### src/rtl/sandbox_resource_quota_monitor_macros.svh
// Assertion macros used by the sandbox resource quota monitor RTL.
// Included by srqm_core, which checks its own logic; depends on nothing else.
`ifndef SANDBOX_RESOURCE_QUOTA_MONITOR_MACROS_SVH
`define SANDBOX_RESOURCE_QUOTA_MONITOR_MACROS_SVH

// Same-cycle implication, disabled while reset is high.
`define SRQM_ASSERT_IMP(label, clk, rst, ante, cons, msg) \
   label: assert property (@(posedge clk) disable iff (rst) (ante) |-> (cons)) \
      else $error(msg);

// Next-cycle implication, disabled while reset is high.
`define SRQM_ASSERT_NXT(label, clk, rst, ante, cons, msg) \
   label: assert property (@(posedge clk) disable iff (rst) (ante) |=> (cons)) \
      else $error(msg);

`endif

### src/rtl/srqm_pkg.sv
// Package of the sandbox resource quota monitor: event, limit and result types,
// event, status and register codes. Depends on nothing.
package srqm_pkg;

   localparam logic [2:0] ACT_ALLOC   = 3'd0;
   localparam logic [2:0] ACT_DEALLOC = 3'd1;
   localparam logic [2:0] ACT_PUSH    = 3'd2;
   localparam logic [2:0] ACT_POP     = 3'd3;
   localparam logic [2:0] ACT_PERM    = 3'd4;
   localparam logic [2:0] ACT_INSTR   = 3'd5;
   localparam logic [2:0] ACT_TICK    = 3'd6;
   localparam logic [2:0] ACT_CLEAR   = 3'd7;

   localparam logic [2:0] ST_OK     = 3'd0;
   localparam logic [2:0] ST_PERM   = 3'd1;
   localparam logic [2:0] ST_SIZE   = 3'd2;
   localparam logic [2:0] ST_MEMORY = 3'd3;
   localparam logic [2:0] ST_COUNT  = 3'd4;
   localparam logic [2:0] ST_STACK  = 3'd5;
   localparam logic [2:0] ST_INSTR  = 3'd6;
   localparam logic [2:0] ST_TIME   = 3'd7;

   localparam logic [2:0] CSR_MAX_SINGLE_ALLOC = 3'd0;
   localparam logic [2:0] CSR_MAX_TOTAL_MEMORY = 3'd1;
   localparam logic [2:0] CSR_MAX_ALLOC_COUNT  = 3'd2;
   localparam logic [2:0] CSR_MAX_STACK_LEVELS = 3'd3;
   localparam logic [2:0] CSR_MAX_INSTR_COUNT  = 3'd4;
   localparam logic [2:0] CSR_MAX_TIME_MS      = 3'd5;
   localparam logic [2:0] CSR_PERMISSION_MASK  = 3'd6;

   localparam int CSR_DATA_W = 48;

   // Number of permissions that can be granted at all.
   localparam int PERM_COUNT = 16;
   localparam logic [15:0] PERM_VALID =
      (PERM_COUNT >= 16) ? 16'hFFFF : 16'((32'd1 << PERM_COUNT) - 32'd1);

   typedef struct packed {
      logic [2:0]  action;
      logic [31:0] amount;
      logic [3:0]  perm_index;
   } srqm_event_type;

   typedef struct packed {
      logic [31:0] max_single_alloc;
      logic [47:0] max_total_memory;
      logic [31:0] max_alloc_count;
      logic [15:0] max_stack_levels;
      logic [31:0] max_instr_count;
      logic [31:0] max_time_ms;
      logic [15:0] permission_mask;
   } srqm_limits_type;

   typedef struct packed {
      logic [2:0]  status;
      logic [47:0] bytes_held;
      logic [31:0] alloc_total;
      logic [15:0] stack_level;
      logic [15:0] stack_peak;
      logic [31:0] instr_total;
      logic [31:0] time_used_ms;
      logic [31:0] checks_done;
      logic [31:0] checks_denied;
   } srqm_result_type;

endpackage

### src/rtl/srqm_req_if.sv
// Request channel of the sandbox resource quota monitor: valid, ready and one event.
// Depends on nothing.
interface srqm_req_if;
   logic        valid;
   logic        ready;
   logic [2:0]  action;
   logic [31:0] amount;
   logic [3:0]  perm_index;

   modport source (output valid, output action, output amount, output perm_index,
                   input ready);
   modport sink (input valid, input action, input amount, input perm_index,
                 output ready);
endinterface

### src/rtl/srqm_rsp_if.sv
// Response channel of the sandbox resource quota monitor: valid, ready, status and
// usage counters. Depends on nothing.
interface srqm_rsp_if;
   logic        valid;
   logic        ready;
   logic [2:0]  status;
   logic [47:0] bytes_held;
   logic [31:0] alloc_total;
   logic [15:0] stack_level;
   logic [15:0] stack_peak;
   logic [31:0] instr_total;
   logic [31:0] time_used_ms;
   logic [31:0] checks_done;
   logic [31:0] checks_denied;

   modport source (output valid, output status, output bytes_held, output alloc_total,
                   output stack_level, output stack_peak, output instr_total,
                   output time_used_ms, output checks_done, output checks_denied,
                   input ready);
   modport sink (input valid, input status, input bytes_held, input alloc_total,
                 input stack_level, input stack_peak, input instr_total,
                 input time_used_ms, input checks_done, input checks_denied,
                 output ready);
endinterface

### src/rtl/srqm_csr.sv
// Limit registers of the sandbox resource quota monitor, written through a plain port.
// Depends on srqm_pkg.
module srqm_csr (
   input  logic                              clock,
   input  logic                              reset,
   input  logic                              csr_wen,
   input  logic [2:0]                        csr_index,
   input  logic [srqm_pkg::CSR_DATA_W-1:0]   csr_wdata,
   output srqm_pkg::srqm_limits_type         limits
);
   import srqm_pkg::*;

   localparam srqm_limits_type LIMITS_RESET = '{
      max_single_alloc: 32'd0,
      max_total_memory: 48'd0,
      max_alloc_count:  32'd0,
      max_stack_levels: 16'd0,
      max_instr_count:  32'hFFFF_FFFF,
      max_time_ms:      32'd0,
      permission_mask:  16'd0
   };

   srqm_limits_type limits_ff;
   srqm_limits_type limits_in;

   always_comb begin
      limits_in = limits_ff;
      if (csr_wen) begin
         unique case (csr_index)
            CSR_MAX_SINGLE_ALLOC: limits_in.max_single_alloc = csr_wdata[31:0];
            CSR_MAX_TOTAL_MEMORY: limits_in.max_total_memory = csr_wdata[47:0];
            CSR_MAX_ALLOC_COUNT:  limits_in.max_alloc_count  = csr_wdata[31:0];
            CSR_MAX_STACK_LEVELS: limits_in.max_stack_levels = csr_wdata[15:0];
            CSR_MAX_INSTR_COUNT:  limits_in.max_instr_count  = csr_wdata[31:0];
            CSR_MAX_TIME_MS:      limits_in.max_time_ms      = csr_wdata[31:0];
            CSR_PERMISSION_MASK:  limits_in.permission_mask  = csr_wdata[15:0];
            default:              limits_in = limits_ff;
         endcase
      end
   end

   always_ff @(posedge clock) begin
      if (reset) begin
         limits_ff <= LIMITS_RESET;
      end else begin
         limits_ff <= limits_in;
      end
   end

   assign limits = limits_ff;
endmodule

### src/rtl/srqm_core.sv
// Request register and usage counters of the sandbox resource quota monitor; checks one event per
// cycle against the limits while out_ready is high. Depends on srqm_pkg and the assertion macros.
`include "sandbox_resource_quota_monitor_macros.svh"

module srqm_core #(
   parameter int TIME_CHECK_PERIOD = 1024
) (
   input  logic                       clock,
   input  logic                       reset,
   input  logic                       in_valid,
   output logic                       in_ready,
   input  srqm_pkg::srqm_event_type   in_event,
   input  srqm_pkg::srqm_limits_type  limits,
   output logic                       out_valid,
   input  logic                       out_ready,
   output srqm_pkg::srqm_result_type  out_result
);
   import srqm_pkg::*;

   localparam int RES_W = (TIME_CHECK_PERIOD > 1) ? $clog2(TIME_CHECK_PERIOD) : 1;
   localparam logic [RES_W-1:0] RES_LAST = RES_W'(TIME_CHECK_PERIOD - 1);

   logic            ev_valid_ff;
   srqm_event_type  ev_ff;
   logic            fire;

   logic [47:0]      held_bytes_ff, held_bytes_in;
   logic [31:0]      alloc_counter_ff, alloc_counter_in;
   logic [15:0]      depth_now_ff, depth_now_in;
   logic [15:0]      depth_peak_ff, depth_peak_in;
   logic [31:0]      instr_counter_ff, instr_counter_in;
   logic [RES_W-1:0] residue_ff, residue_in;
   logic [31:0]      ms_counter_ff, ms_counter_in;
   logic [31:0]      perm_checks_ff, perm_checks_in;
   logic [31:0]      perm_denials_ff, perm_denials_in;

   logic [48:0] sum;
   logic [47:0] amount_w;
   logic [15:0] depth_up;
   logic        granted;
   logic [2:0]  status;

   assign fire     = ev_valid_ff && out_ready;
   assign in_ready = !ev_valid_ff || out_ready;
   assign out_valid = ev_valid_ff;

   always_ff @(posedge clock) begin
      if (reset) begin
         ev_valid_ff <= 1'b0;
      end else if (in_ready) begin
         ev_valid_ff <= in_valid;
      end
   end

   always_ff @(posedge clock) begin
      if (in_ready && in_valid) begin
         ev_ff <= in_event;
      end
   end

   assign amount_w = {16'd0, ev_ff.amount};
   assign sum      = {1'b0, held_bytes_ff} + {1'b0, amount_w};
   assign depth_up = depth_now_ff + 16'(depth_now_ff != '1);
   assign granted  = PERM_VALID[ev_ff.perm_index] & limits.permission_mask[ev_ff.perm_index];

   always_comb begin
      held_bytes_in    = held_bytes_ff;
      alloc_counter_in = alloc_counter_ff;
      depth_now_in     = depth_now_ff;
      depth_peak_in    = depth_peak_ff;
      instr_counter_in = instr_counter_ff;
      residue_in       = residue_ff;
      ms_counter_in    = ms_counter_ff;
      perm_checks_in   = perm_checks_ff;
      perm_denials_in  = perm_denials_ff;
      status           = ST_OK;
      unique case (ev_ff.action)
         ACT_ALLOC: begin
            if (limits.max_single_alloc != '0 &&
                ev_ff.amount > limits.max_single_alloc) begin
               status = ST_SIZE;
            end else if (limits.max_total_memory != '0 &&
                         sum > {1'b0, limits.max_total_memory}) begin
               status = ST_MEMORY;
            end else if (limits.max_alloc_count != '0 &&
                         alloc_counter_ff >= limits.max_alloc_count) begin
               status = ST_COUNT;
            end else begin
               held_bytes_in    = sum[48] ? '1 : sum[47:0];
               alloc_counter_in = alloc_counter_ff + 32'(alloc_counter_ff != '1);
            end
         end
         ACT_DEALLOC: begin
            held_bytes_in = (amount_w >= held_bytes_ff) ? '0 : held_bytes_ff - amount_w;
         end
         ACT_PUSH: begin
            if (limits.max_stack_levels != '0 &&
                depth_now_ff >= limits.max_stack_levels) begin
               status = ST_STACK;
            end else begin
               depth_now_in = depth_up;
               if (depth_up > depth_peak_ff) begin
                  depth_peak_in = depth_up;
               end
            end
         end
         ACT_POP: begin
            depth_now_in = depth_now_ff - 16'(depth_now_ff != '0);
         end
         ACT_PERM: begin
            perm_checks_in = perm_checks_ff + 32'(perm_checks_ff != '1);
            if (!granted) begin
               perm_denials_in = perm_denials_ff + 32'(perm_denials_ff != '1);
               status          = ST_PERM;
            end
         end
         ACT_INSTR: begin
            if (instr_counter_ff >= limits.max_instr_count) begin
               status = ST_INSTR;
            end else if (residue_ff == '0 && limits.max_time_ms != '0 &&
                         ms_counter_ff >= limits.max_time_ms) begin
               status = ST_TIME;
            end else begin
               instr_counter_in = instr_counter_ff + 32'(instr_counter_ff != '1);
               residue_in       = (residue_ff == RES_LAST) ? '0 : residue_ff + 1'b1;
            end
         end
         ACT_TICK: begin
            ms_counter_in = ms_counter_ff + 32'(ms_counter_ff != '1);
         end
         ACT_CLEAR: begin
            held_bytes_in    = '0;
            alloc_counter_in = '0;
            depth_now_in     = '0;
            depth_peak_in    = '0;
            instr_counter_in = '0;
            residue_in       = '0;
            ms_counter_in    = '0;
            perm_checks_in   = '0;
            perm_denials_in  = '0;
         end
         default: status = ST_OK;
      endcase
   end

   always_ff @(posedge clock) begin
      if (reset) begin
         held_bytes_ff    <= '0;
         alloc_counter_ff <= '0;
         depth_now_ff     <= '0;
         depth_peak_ff    <= '0;
         instr_counter_ff <= '0;
         residue_ff       <= '0;
         ms_counter_ff    <= '0;
         perm_checks_ff   <= '0;
         perm_denials_ff  <= '0;
      end else if (fire) begin
         held_bytes_ff    <= held_bytes_in;
         alloc_counter_ff <= alloc_counter_in;
         depth_now_ff     <= depth_now_in;
         depth_peak_ff    <= depth_peak_in;
         instr_counter_ff <= instr_counter_in;
         residue_ff       <= residue_in;
         ms_counter_ff    <= ms_counter_in;
         perm_checks_ff   <= perm_checks_in;
         perm_denials_ff  <= perm_denials_in;
      end
   end

   assign out_result.status        = status;
   assign out_result.bytes_held    = held_bytes_in;
   assign out_result.alloc_total   = alloc_counter_in;
   assign out_result.stack_level   = depth_now_in;
   assign out_result.stack_peak    = depth_peak_in;
   assign out_result.instr_total   = instr_counter_in;
   assign out_result.time_used_ms  = ms_counter_in;
   assign out_result.checks_done   = perm_checks_in;
   assign out_result.checks_denied = perm_denials_in;

   `SRQM_ASSERT_IMP(a_peak_covers_depth, clock, reset, 1'b1, depth_peak_ff >= depth_now_ff, "stack peak is below the current depth")
   `SRQM_ASSERT_IMP(a_residue_in_step, clock, reset, instr_counter_ff == '0, residue_ff == '0, "time check phase out of step with the instruction count")
   `SRQM_ASSERT_NXT(a_held_stable, clock, reset, !fire, $stable(held_bytes_ff), "bytes held changed without a request")
   `SRQM_ASSERT_NXT(a_alloc_only, clock, reset, fire && ev_ff.action != ACT_ALLOC && ev_ff.action != ACT_CLEAR, $stable(alloc_counter_ff), "allocation count changed on another request")
endmodule

### src/rtl/srqm_out_reg.sv
// Result register of the sandbox resource quota monitor; holds one response while the
// consumer stalls. Depends on srqm_pkg.
module srqm_out_reg (
   input  logic                       clock,
   input  logic                       reset,
   input  logic                       in_valid,
   output logic                       in_ready,
   input  srqm_pkg::srqm_result_type  in_result,
   output logic                       out_valid,
   input  logic                       out_ready,
   output srqm_pkg::srqm_result_type  out_result
);
   import srqm_pkg::*;

   logic            valid_ff;
   srqm_result_type result_ff;

   assign in_ready = !valid_ff || out_ready;

   always_ff @(posedge clock) begin
      if (reset) begin
         valid_ff <= 1'b0;
      end else if (in_ready) begin
         valid_ff <= in_valid;
      end
   end

   always_ff @(posedge clock) begin
      if (in_ready && in_valid) begin
         result_ff <= in_result;
      end
   end

   assign out_valid  = valid_ff;
   assign out_result = result_ff;
endmodule

### src/rtl/sandbox_resource_quota_monitor.sv
// Top level of the sandbox resource quota monitor: limit registers, event core and
// result register. Depends on srqm_pkg, the two channel interfaces and the submodules.
//
//   port     direction  carries
//   req_ch   in         one event: action, amount, perm_index
//   rsp_ch   out        status and the usage counters after that event
//   csr_*    in         write of one limit register
//
// One request is taken in every cycle unless the response side stalls; its response passes
// through the request register, the single checking stage and then the result register.
// Synchronous reset clears all counters and returns the limits to their reset values.
// A stall on the response side holds both registers; two requests are buffered at most.
module sandbox_resource_quota_monitor #(
   parameter int TIME_CHECK_PERIOD = 1024
) (
   input  logic                              clock,
   input  logic                              reset,
   srqm_req_if.sink                          req_ch,
   srqm_rsp_if.source                        rsp_ch,
   input  logic                              csr_wen,
   input  logic [2:0]                        csr_index,
   input  logic [srqm_pkg::CSR_DATA_W-1:0]   csr_wdata
);
   import srqm_pkg::*;

   srqm_limits_type limits;
   srqm_event_type  req_event;
   srqm_result_type core_result;
   srqm_result_type rsp_result;
   logic            core_valid;
   logic            core_ready;

   assign req_event.action     = req_ch.action;
   assign req_event.amount     = req_ch.amount;
   assign req_event.perm_index = req_ch.perm_index;

   srqm_csr u_csr (
      .clock     (clock),
      .reset     (reset),
      .csr_wen   (csr_wen),
      .csr_index (csr_index),
      .csr_wdata (csr_wdata),
      .limits    (limits)
   );

   srqm_core #(
      .TIME_CHECK_PERIOD (TIME_CHECK_PERIOD)
   ) u_core (
      .clock      (clock),
      .reset      (reset),
      .in_valid   (req_ch.valid),
      .in_ready   (req_ch.ready),
      .in_event   (req_event),
      .limits     (limits),
      .out_valid  (core_valid),
      .out_ready  (core_ready),
      .out_result (core_result)
   );

   srqm_out_reg u_out_reg (
      .clock      (clock),
      .reset      (reset),
      .in_valid   (core_valid),
      .in_ready   (core_ready),
      .in_result  (core_result),
      .out_valid  (rsp_ch.valid),
      .out_ready  (rsp_ch.ready),
      .out_result (rsp_result)
   );

   assign rsp_ch.status        = rsp_result.status;
   assign rsp_ch.bytes_held    = rsp_result.bytes_held;
   assign rsp_ch.alloc_total   = rsp_result.alloc_total;
   assign rsp_ch.stack_level   = rsp_result.stack_level;
   assign rsp_ch.stack_peak    = rsp_result.stack_peak;
   assign rsp_ch.instr_total   = rsp_result.instr_total;
   assign rsp_ch.time_used_ms  = rsp_result.time_used_ms;
   assign rsp_ch.checks_done   = rsp_result.checks_done;
   assign rsp_ch.checks_denied = rsp_result.checks_denied;
endmodule
### src/flat_wrapper.sv
// flat-port wrapper written by rule: the top's interface ports become plain ports
module sandbox_resource_quota_monitor_flat import srqm_pkg::*;
#(
   parameter int TIME_CHECK_PERIOD = 1024
)
  (clock, reset, csr_wen, csr_index, csr_wdata, req_ch_valid, req_ch_action, req_ch_amount, req_ch_perm_index, req_ch_ready, rsp_ch_valid, rsp_ch_status, rsp_ch_bytes_held, rsp_ch_alloc_total, rsp_ch_stack_level, rsp_ch_stack_peak, rsp_ch_instr_total, rsp_ch_time_used_ms, rsp_ch_checks_done, rsp_ch_checks_denied, rsp_ch_ready);
  srqm_req_if req_ch_i ();
  srqm_rsp_if rsp_ch_i ();
  input  logic clock;
  input  logic reset;
  input  logic csr_wen;
  input  logic [2:0] csr_index;
  input  logic [srqm_pkg::CSR_DATA_W-1:0] csr_wdata;
  input wire logic [$bits(req_ch_i.valid)-1:0] req_ch_valid;
  input wire logic [$bits(req_ch_i.action)-1:0] req_ch_action;
  input wire logic [$bits(req_ch_i.amount)-1:0] req_ch_amount;
  input wire logic [$bits(req_ch_i.perm_index)-1:0] req_ch_perm_index;
  output wire logic [$bits(req_ch_i.ready)-1:0] req_ch_ready;
  output wire logic [$bits(rsp_ch_i.valid)-1:0] rsp_ch_valid;
  output wire logic [$bits(rsp_ch_i.status)-1:0] rsp_ch_status;
  output wire logic [$bits(rsp_ch_i.bytes_held)-1:0] rsp_ch_bytes_held;
  output wire logic [$bits(rsp_ch_i.alloc_total)-1:0] rsp_ch_alloc_total;
  output wire logic [$bits(rsp_ch_i.stack_level)-1:0] rsp_ch_stack_level;
  output wire logic [$bits(rsp_ch_i.stack_peak)-1:0] rsp_ch_stack_peak;
  output wire logic [$bits(rsp_ch_i.instr_total)-1:0] rsp_ch_instr_total;
  output wire logic [$bits(rsp_ch_i.time_used_ms)-1:0] rsp_ch_time_used_ms;
  output wire logic [$bits(rsp_ch_i.checks_done)-1:0] rsp_ch_checks_done;
  output wire logic [$bits(rsp_ch_i.checks_denied)-1:0] rsp_ch_checks_denied;
  input wire logic [$bits(rsp_ch_i.ready)-1:0] rsp_ch_ready;
  assign req_ch_i.valid = req_ch_valid;
  assign req_ch_i.action = req_ch_action;
  assign req_ch_i.amount = req_ch_amount;
  assign req_ch_i.perm_index = req_ch_perm_index;
  assign req_ch_ready = req_ch_i.ready;
  assign rsp_ch_valid = rsp_ch_i.valid;
  assign rsp_ch_status = rsp_ch_i.status;
  assign rsp_ch_bytes_held = rsp_ch_i.bytes_held;
  assign rsp_ch_alloc_total = rsp_ch_i.alloc_total;
  assign rsp_ch_stack_level = rsp_ch_i.stack_level;
  assign rsp_ch_stack_peak = rsp_ch_i.stack_peak;
  assign rsp_ch_instr_total = rsp_ch_i.instr_total;
  assign rsp_ch_time_used_ms = rsp_ch_i.time_used_ms;
  assign rsp_ch_checks_done = rsp_ch_i.checks_done;
  assign rsp_ch_checks_denied = rsp_ch_i.checks_denied;
  assign rsp_ch_i.ready = rsp_ch_ready;
  sandbox_resource_quota_monitor #(.TIME_CHECK_PERIOD(TIME_CHECK_PERIOD)) u_core (.clock(clock), .reset(reset), .req_ch(req_ch_i), .rsp_ch(rsp_ch_i), .csr_wen(csr_wen), .csr_index(csr_index), .csr_wdata(csr_wdata));
endmodule
### config.mk
export PLATFORM = sky130hd
export DESIGN_NAME = sandbox_resource_quota_monitor_flat
export DESIGN_NICKNAME = d
export VERILOG_FILES = /design/src/rtl/srqm_pkg.sv /design/src/rtl/srqm_req_if.sv /design/src/rtl/srqm_rsp_if.sv /design/src/rtl/srqm_csr.sv /design/src/rtl/srqm_core.sv /design/src/rtl/srqm_out_reg.sv /design/src/rtl/sandbox_resource_quota_monitor.sv /design/src/flat_wrapper.sv
export VERILOG_INCLUDE_DIRS = /design/src /design/src/rtl
export SDC_FILE = /design/constraint.sdc
export NUM_CORES = 2
export LEC_CHECK = 0
export ABC_AREA = 1
export ABC_CLOCK_PERIOD_IN_PS = 16420
export BUFFER_PORTS_ARGS = -buffer_cell sky130_fd_sc_hd__buf_2
export CORE_ASPECT_RATIO = 2
export CORE_MARGIN = 8
export CORE_UTILIZATION = 43
export DETAILED_ROUTE_END_ITERATION = 7
export GPL_TIMING_DRIVEN = 1
export PLACE_DENSITY_LB_ADDON = 0.12
export RECOVER_POWER = 100
export SYNTH_ARGS = -nofsm -noshare
export SYNTH_HDL_FRONTEND = slang
export SYNTH_SLANG_ARGS = --single-unit
### constraint.sdc
create_clock -name clock -period 16.42 [get_ports clock]
set_input_delay 3.284 -clock clock [delete_from_list [all_inputs] [get_ports clock]]
set_output_delay 3.284 -clock clock [all_outputs]
set_load 0.05 [all_outputs]
==> results.md <==
* Status: finished with violations
* Failing checks: max-capacitance violations, max-slew violations
* CP endpoint kind: register
* PortBufs at roughly 340
* Worst-Skew Late Latency at between 0.6 and 0.7 ns
* DRT Pass-1 Iters at 7
* Synth Flop Type: dfxtp_1
* Post CTS Setup Buffer Count at 0
* Critical path, cell by cell: inv_1 > ha_1 > inv_1 > a21oi_1 > a21boi_0 > o21ai_0 > o21ai_0 > nand3_1 > nand2_1 > nand2_1 > ha_1 > nand2_1 > nor2_1 > nand4_1 > nor3_1 > a21oi_1 > nand2_1 > nand2_1 > nor2_1 > nand4_1 > nand3_1 > nand2_1 > inv_1
* CTS clk-pin slew, worst paths at 0.07 ns
* Sink Count at approximately 740
* Leakage at between 20 and 25 nW
* Htree depth at 3
* Hold Crit Class: reg -> reg
* Antenna violations before repair at 8
* Full die area at ~0.12 sq mm
* Worst clock skew at roughly 0.027 ns
* Net Switching at between 1.5 and 2 mW
* R2R depth at 23
* Io pins at 340
* Dominant cell type by area after synthesis: dfxtp_1
* Post-synthesis instance total at between 6000 and 7000
* Critical R2R Capture: u_core.u_core.alloc_counter_ff[11]$_SDFFE_PP0P_
* Tcrit/Tclk final at 0.666
* Die Height at around 480 um
* Max-Cap Viols at 12
* PD cells at about 100 mW/mm^2
* Post-Syn Area per Cell at ~7 sq um
* WP buf/inv at 3
* Synth async-reset ratio at 0
* Final hold vios at 0
* Seq pwr share at 0.402
* Routed WL at ~190000 um
* Post-Syn Nets at slightly below 7000
* Achievable frequency at about 0.092 GHz
* Worst path most repeated cell: nand2_1
* Worst rel slew slack at -3.42
* Share of cells above drive strength 1 at 0.0469
* CTS tree: yes
* Final Util at 0.477
* Hold-critical path depth at 2
* Post-DR vias/cell at 5.52
* RSZ-0062 raised after global routing: false
* Synth Warn # at 0
* CTS buffer count at between 70 and 80
* Global-route wire length before repair at 275000 um
* Met3 wire length at about 10000 um
* Top Layer Used: met5
* Met2 WL post-DR at around 94000 um
* Residual DRC at 0
* Yosys reg bits at about 740
* Maximum net fanout on the critical path at 79
* Net Sw Frac at 0.360
* Most common cell after layout, fill and taps aside: nand2_1
* Unique masters post-synth at 70
* Hold path endpoint: u_core.u_csr.limits[15]$_SDFFE_PP0P_
* Delay-heaviest family, CP: simple AND/OR/NAND/NOR gates
* Cts repair resizes at 0
* CORE AREA at around 0.11 sq mm
* Worst path arrival time at about 11 ns
* GP Congestion at around 1.1
* Initial Utilization at 0.434
* Combinational share of power at 0.257
* Number of global-route vias before repair at around 44000
* Hold Buf Count CTS at 0
* Critical path's slowest cell: nand2_1
* Reg2reg setup slack at 5.49 ns
* CP required at around 17 ns
* Worst Setup Path Type: reg -> reg
* Mapped Area at between 0.04 and 0.05 sq mm
* Slowest stage delay, CP at approximately 2.8 ns
* Vias at roughly 45000
* Dpl cells at approximately 8000
* Sequential area share after synthesis at 0.380
* Crit. Startpoint: u_core.u_core.amount_w[18]$_DFFE_PP_
* Largest net degree at the start of global routing at ~170
* Clock share of power at 0.341
* Final Setup Violations at 0
* DR iter-0 viols at 2971
* Die X at about 250 um
* Slew @ Worst Pin at around 6.6 ns
* Routed Antenna Nets at 0
* Clk buf depth at 3
* Grt ovf at 0
* EDFF count, synth at 282
* R2r startpoint: u_core.u_core.amount_w[18]$_DFFE_PP_
* HP Start: u_core.u_csr.limits[15]$_SDFFE_PP0P_
* GRT Total Usage at 0.302
* Setup TNS Final at 0 ns
* M1 WL at between 60000 and 70000 um
* Fin crit period at around 11 ns
* Fin. max-slew vios at roughly 830
* Clock Tree Root: clkbuf_16
* Peak VDD IR at roughly 0.09 mV
* Final HPWL DP at 142000 um
* Syn-to-layout area delta at 10.0%
* Rows at between 150 and 200
* Post-Layout Cell Count at slightly above 8000
* CP startpoint kind: register
* Fillers at 11200
* Total power draw at around 5.3 mW
* Largest cells by area after synthesis: dfxtp_1 20%, edfxtp_1 18%, nand2_1 10%, inv_1 8.7%, ha_1 7.8%
* Final net count at 7067
* Most frequent cells in the layout: 1243 x nand2_1, 1068 x inv_1, 642 x a21oi_1
* Internal power at about 3.4 mW
* Wire length per cell at around 23 um
* Top-area cell type share of the netlist area at 0.198
worst reg2reg max path, cell delays in order (launching register included):
cell      delay (ns)
edfxtp_1        0.51
inv_1           0.09
ha_1            0.45
inv_1           0.13
a21oi_1         0.30
a21boi_0        0.47
o21ai_0         0.26
o21ai_0         0.73
nand3_1         0.18
nand2_1         0.10
nand2_1         0.11
ha_1            0.29
nand2_1         0.07
nor2_1          0.06
nand4_1         0.27
nor3_1          0.20
a21oi_1         1.39
nand2_1         2.76
nand2_1         1.74
nor2_1          0.21
nand4_1         0.17
nand3_1         0.09
nand2_1         0.19
inv_1           0.05
cell usage after synthesis, types with 7 or more instances:
cell type / number
nand2_1: 1243
inv_1: 1072
a21oi_1: 641
o21ai_0: 576
nor2_1: 569
dfxtp_1: 460
nand3_1: 340
ha_1: 288
edfxtp_1: 282
clkbuf_1: 207
nand4_1: 147
xor2_1: 95
nor3_1: 93
o211ai_1: 91
nor4_1: 85
buf_2: 40
a31oi_1: 21
nand3_2: 21
inv_2: 18
a211oi_1: 15
buf_1: 15
nand3b_1: 13
o21ai_1: 13
o21bai_1: 12
a21o_1: 11
o21a_1: 11
buf_4: 10
nor2_2: 10
o22ai_1: 8
nand2_4: 7
worst max path at each step:
| stage | to | depth (start not counted) |
|---|---|---|
| 6_report | u_core.u_core.alloc_counter_ff[11]$_SDFFE_PP0P_ | 23 |
| 5_1_grt | u_core.u_core.alloc_counter_ff[1]$_SDFFE_PP0P_ | 9 |
| 4_1_cts | u_core.u_out_reg.out_result[170]$_DFFE_PP_ | 23 |
| 3_5_place_dp | u_core.u_core.alloc_counter_ff[10]$_SDFFE_PP0P_ | 25 |
| 3_3_place_gp | u_core.u_core.alloc_counter_ff[10]$_SDFFE_PP0P_ | 25 |
| 2_1_floorplan | u_core.u_core.held_bytes_ff[42]$_SDFFE_PP0P_ | 8 |
power by group through the flow:
stage | clock network [mW] | registers, mW | logic [mW]
2_1_floorplan | 0 | 2.26 | 0.839
3_3_place_gp | 0 | 2.17 | 1.35
3_5_place_dp | 0 | 2.17 | 1.36
4_1_cts | 1.86 | 2.13 | 1.37
5_1_grt | 1.92 | 2.15 | 1.51
6_report | 1.82 | 2.14 | 1.37
stage by stage:
| step | hold WS [ns] | setup WS (ns) | instance area (sq um) |
|---|---|---|---|
| final | 0.455 | 5.49 | 51100 |
| after global placement | 0.442 | 9.20 | 49100 |
| after floorplan | 0.429 | 4.93 | 46500 |
| after CTS | 0.455 | 9.19 | 51600 |
| after detailed placement | 0.445 | 9.20 | 49100 |
| after global routing | 0.474 | 4.70 | 51100 |
layer usage:
| layer | vias up | track usage |
|---|---|---|
| li1 | 21900 | - |
| met4 | 4 | 0.239 |
| met2 | 1495 | 0.556 |
| met1 | 20900 | 0.296 |
| met5 | - | 0 |
| met3 | 579 | 0.0569 |
area by class of cell:
cell class,instances,area [sq um],share of cell area
timing repair buffer,377,1640,0.0321
clock buffer,84,1900,0.0371
antenna,2,5.00,0.0000979
tap,1376,1720,0.0337
sequential,742,17700,0.346
inverter,1093,4110,0.0804
clock inverter,49,594,0.0116
multi-input combinational,4396,23500,0.459
sequential cells by signal, summed over array words and instances, names as in the netlist, 10 cells and up:
name	cells
u_core.u_core.held_bytes_ff	48
u_core.u_core.depth_now_ff	16
u_core.u_csr.limits	208
u_core.u_core.residue_ff	10
u_core.u_core.instr_counter_ff	32
u_core.u_core.depth_peak_ff	16
u_core.u_core.perm_checks_ff	32
u_core.u_core.perm_denials_ff	32
u_core.u_out_reg.out_result	243
u_core.u_core.alloc_counter_ff	32
u_core.u_core.ms_counter_ff	32
u_core.u_core.amount_w	32
cells by family after synthesis:
family | count (synthesis) | synth area share
simple gates | 2568 | 0.241
compound gates | 1433 | 0.166
buf+inv | 1374 | 0.115
flops | 742 | 0.380
fa+ha+maj | 290 | 0.0784
xor+xnor | 99 | 0.0187
mux | 6 | 0.00132
Note: power is estimated with default switching activity, not from simulation.
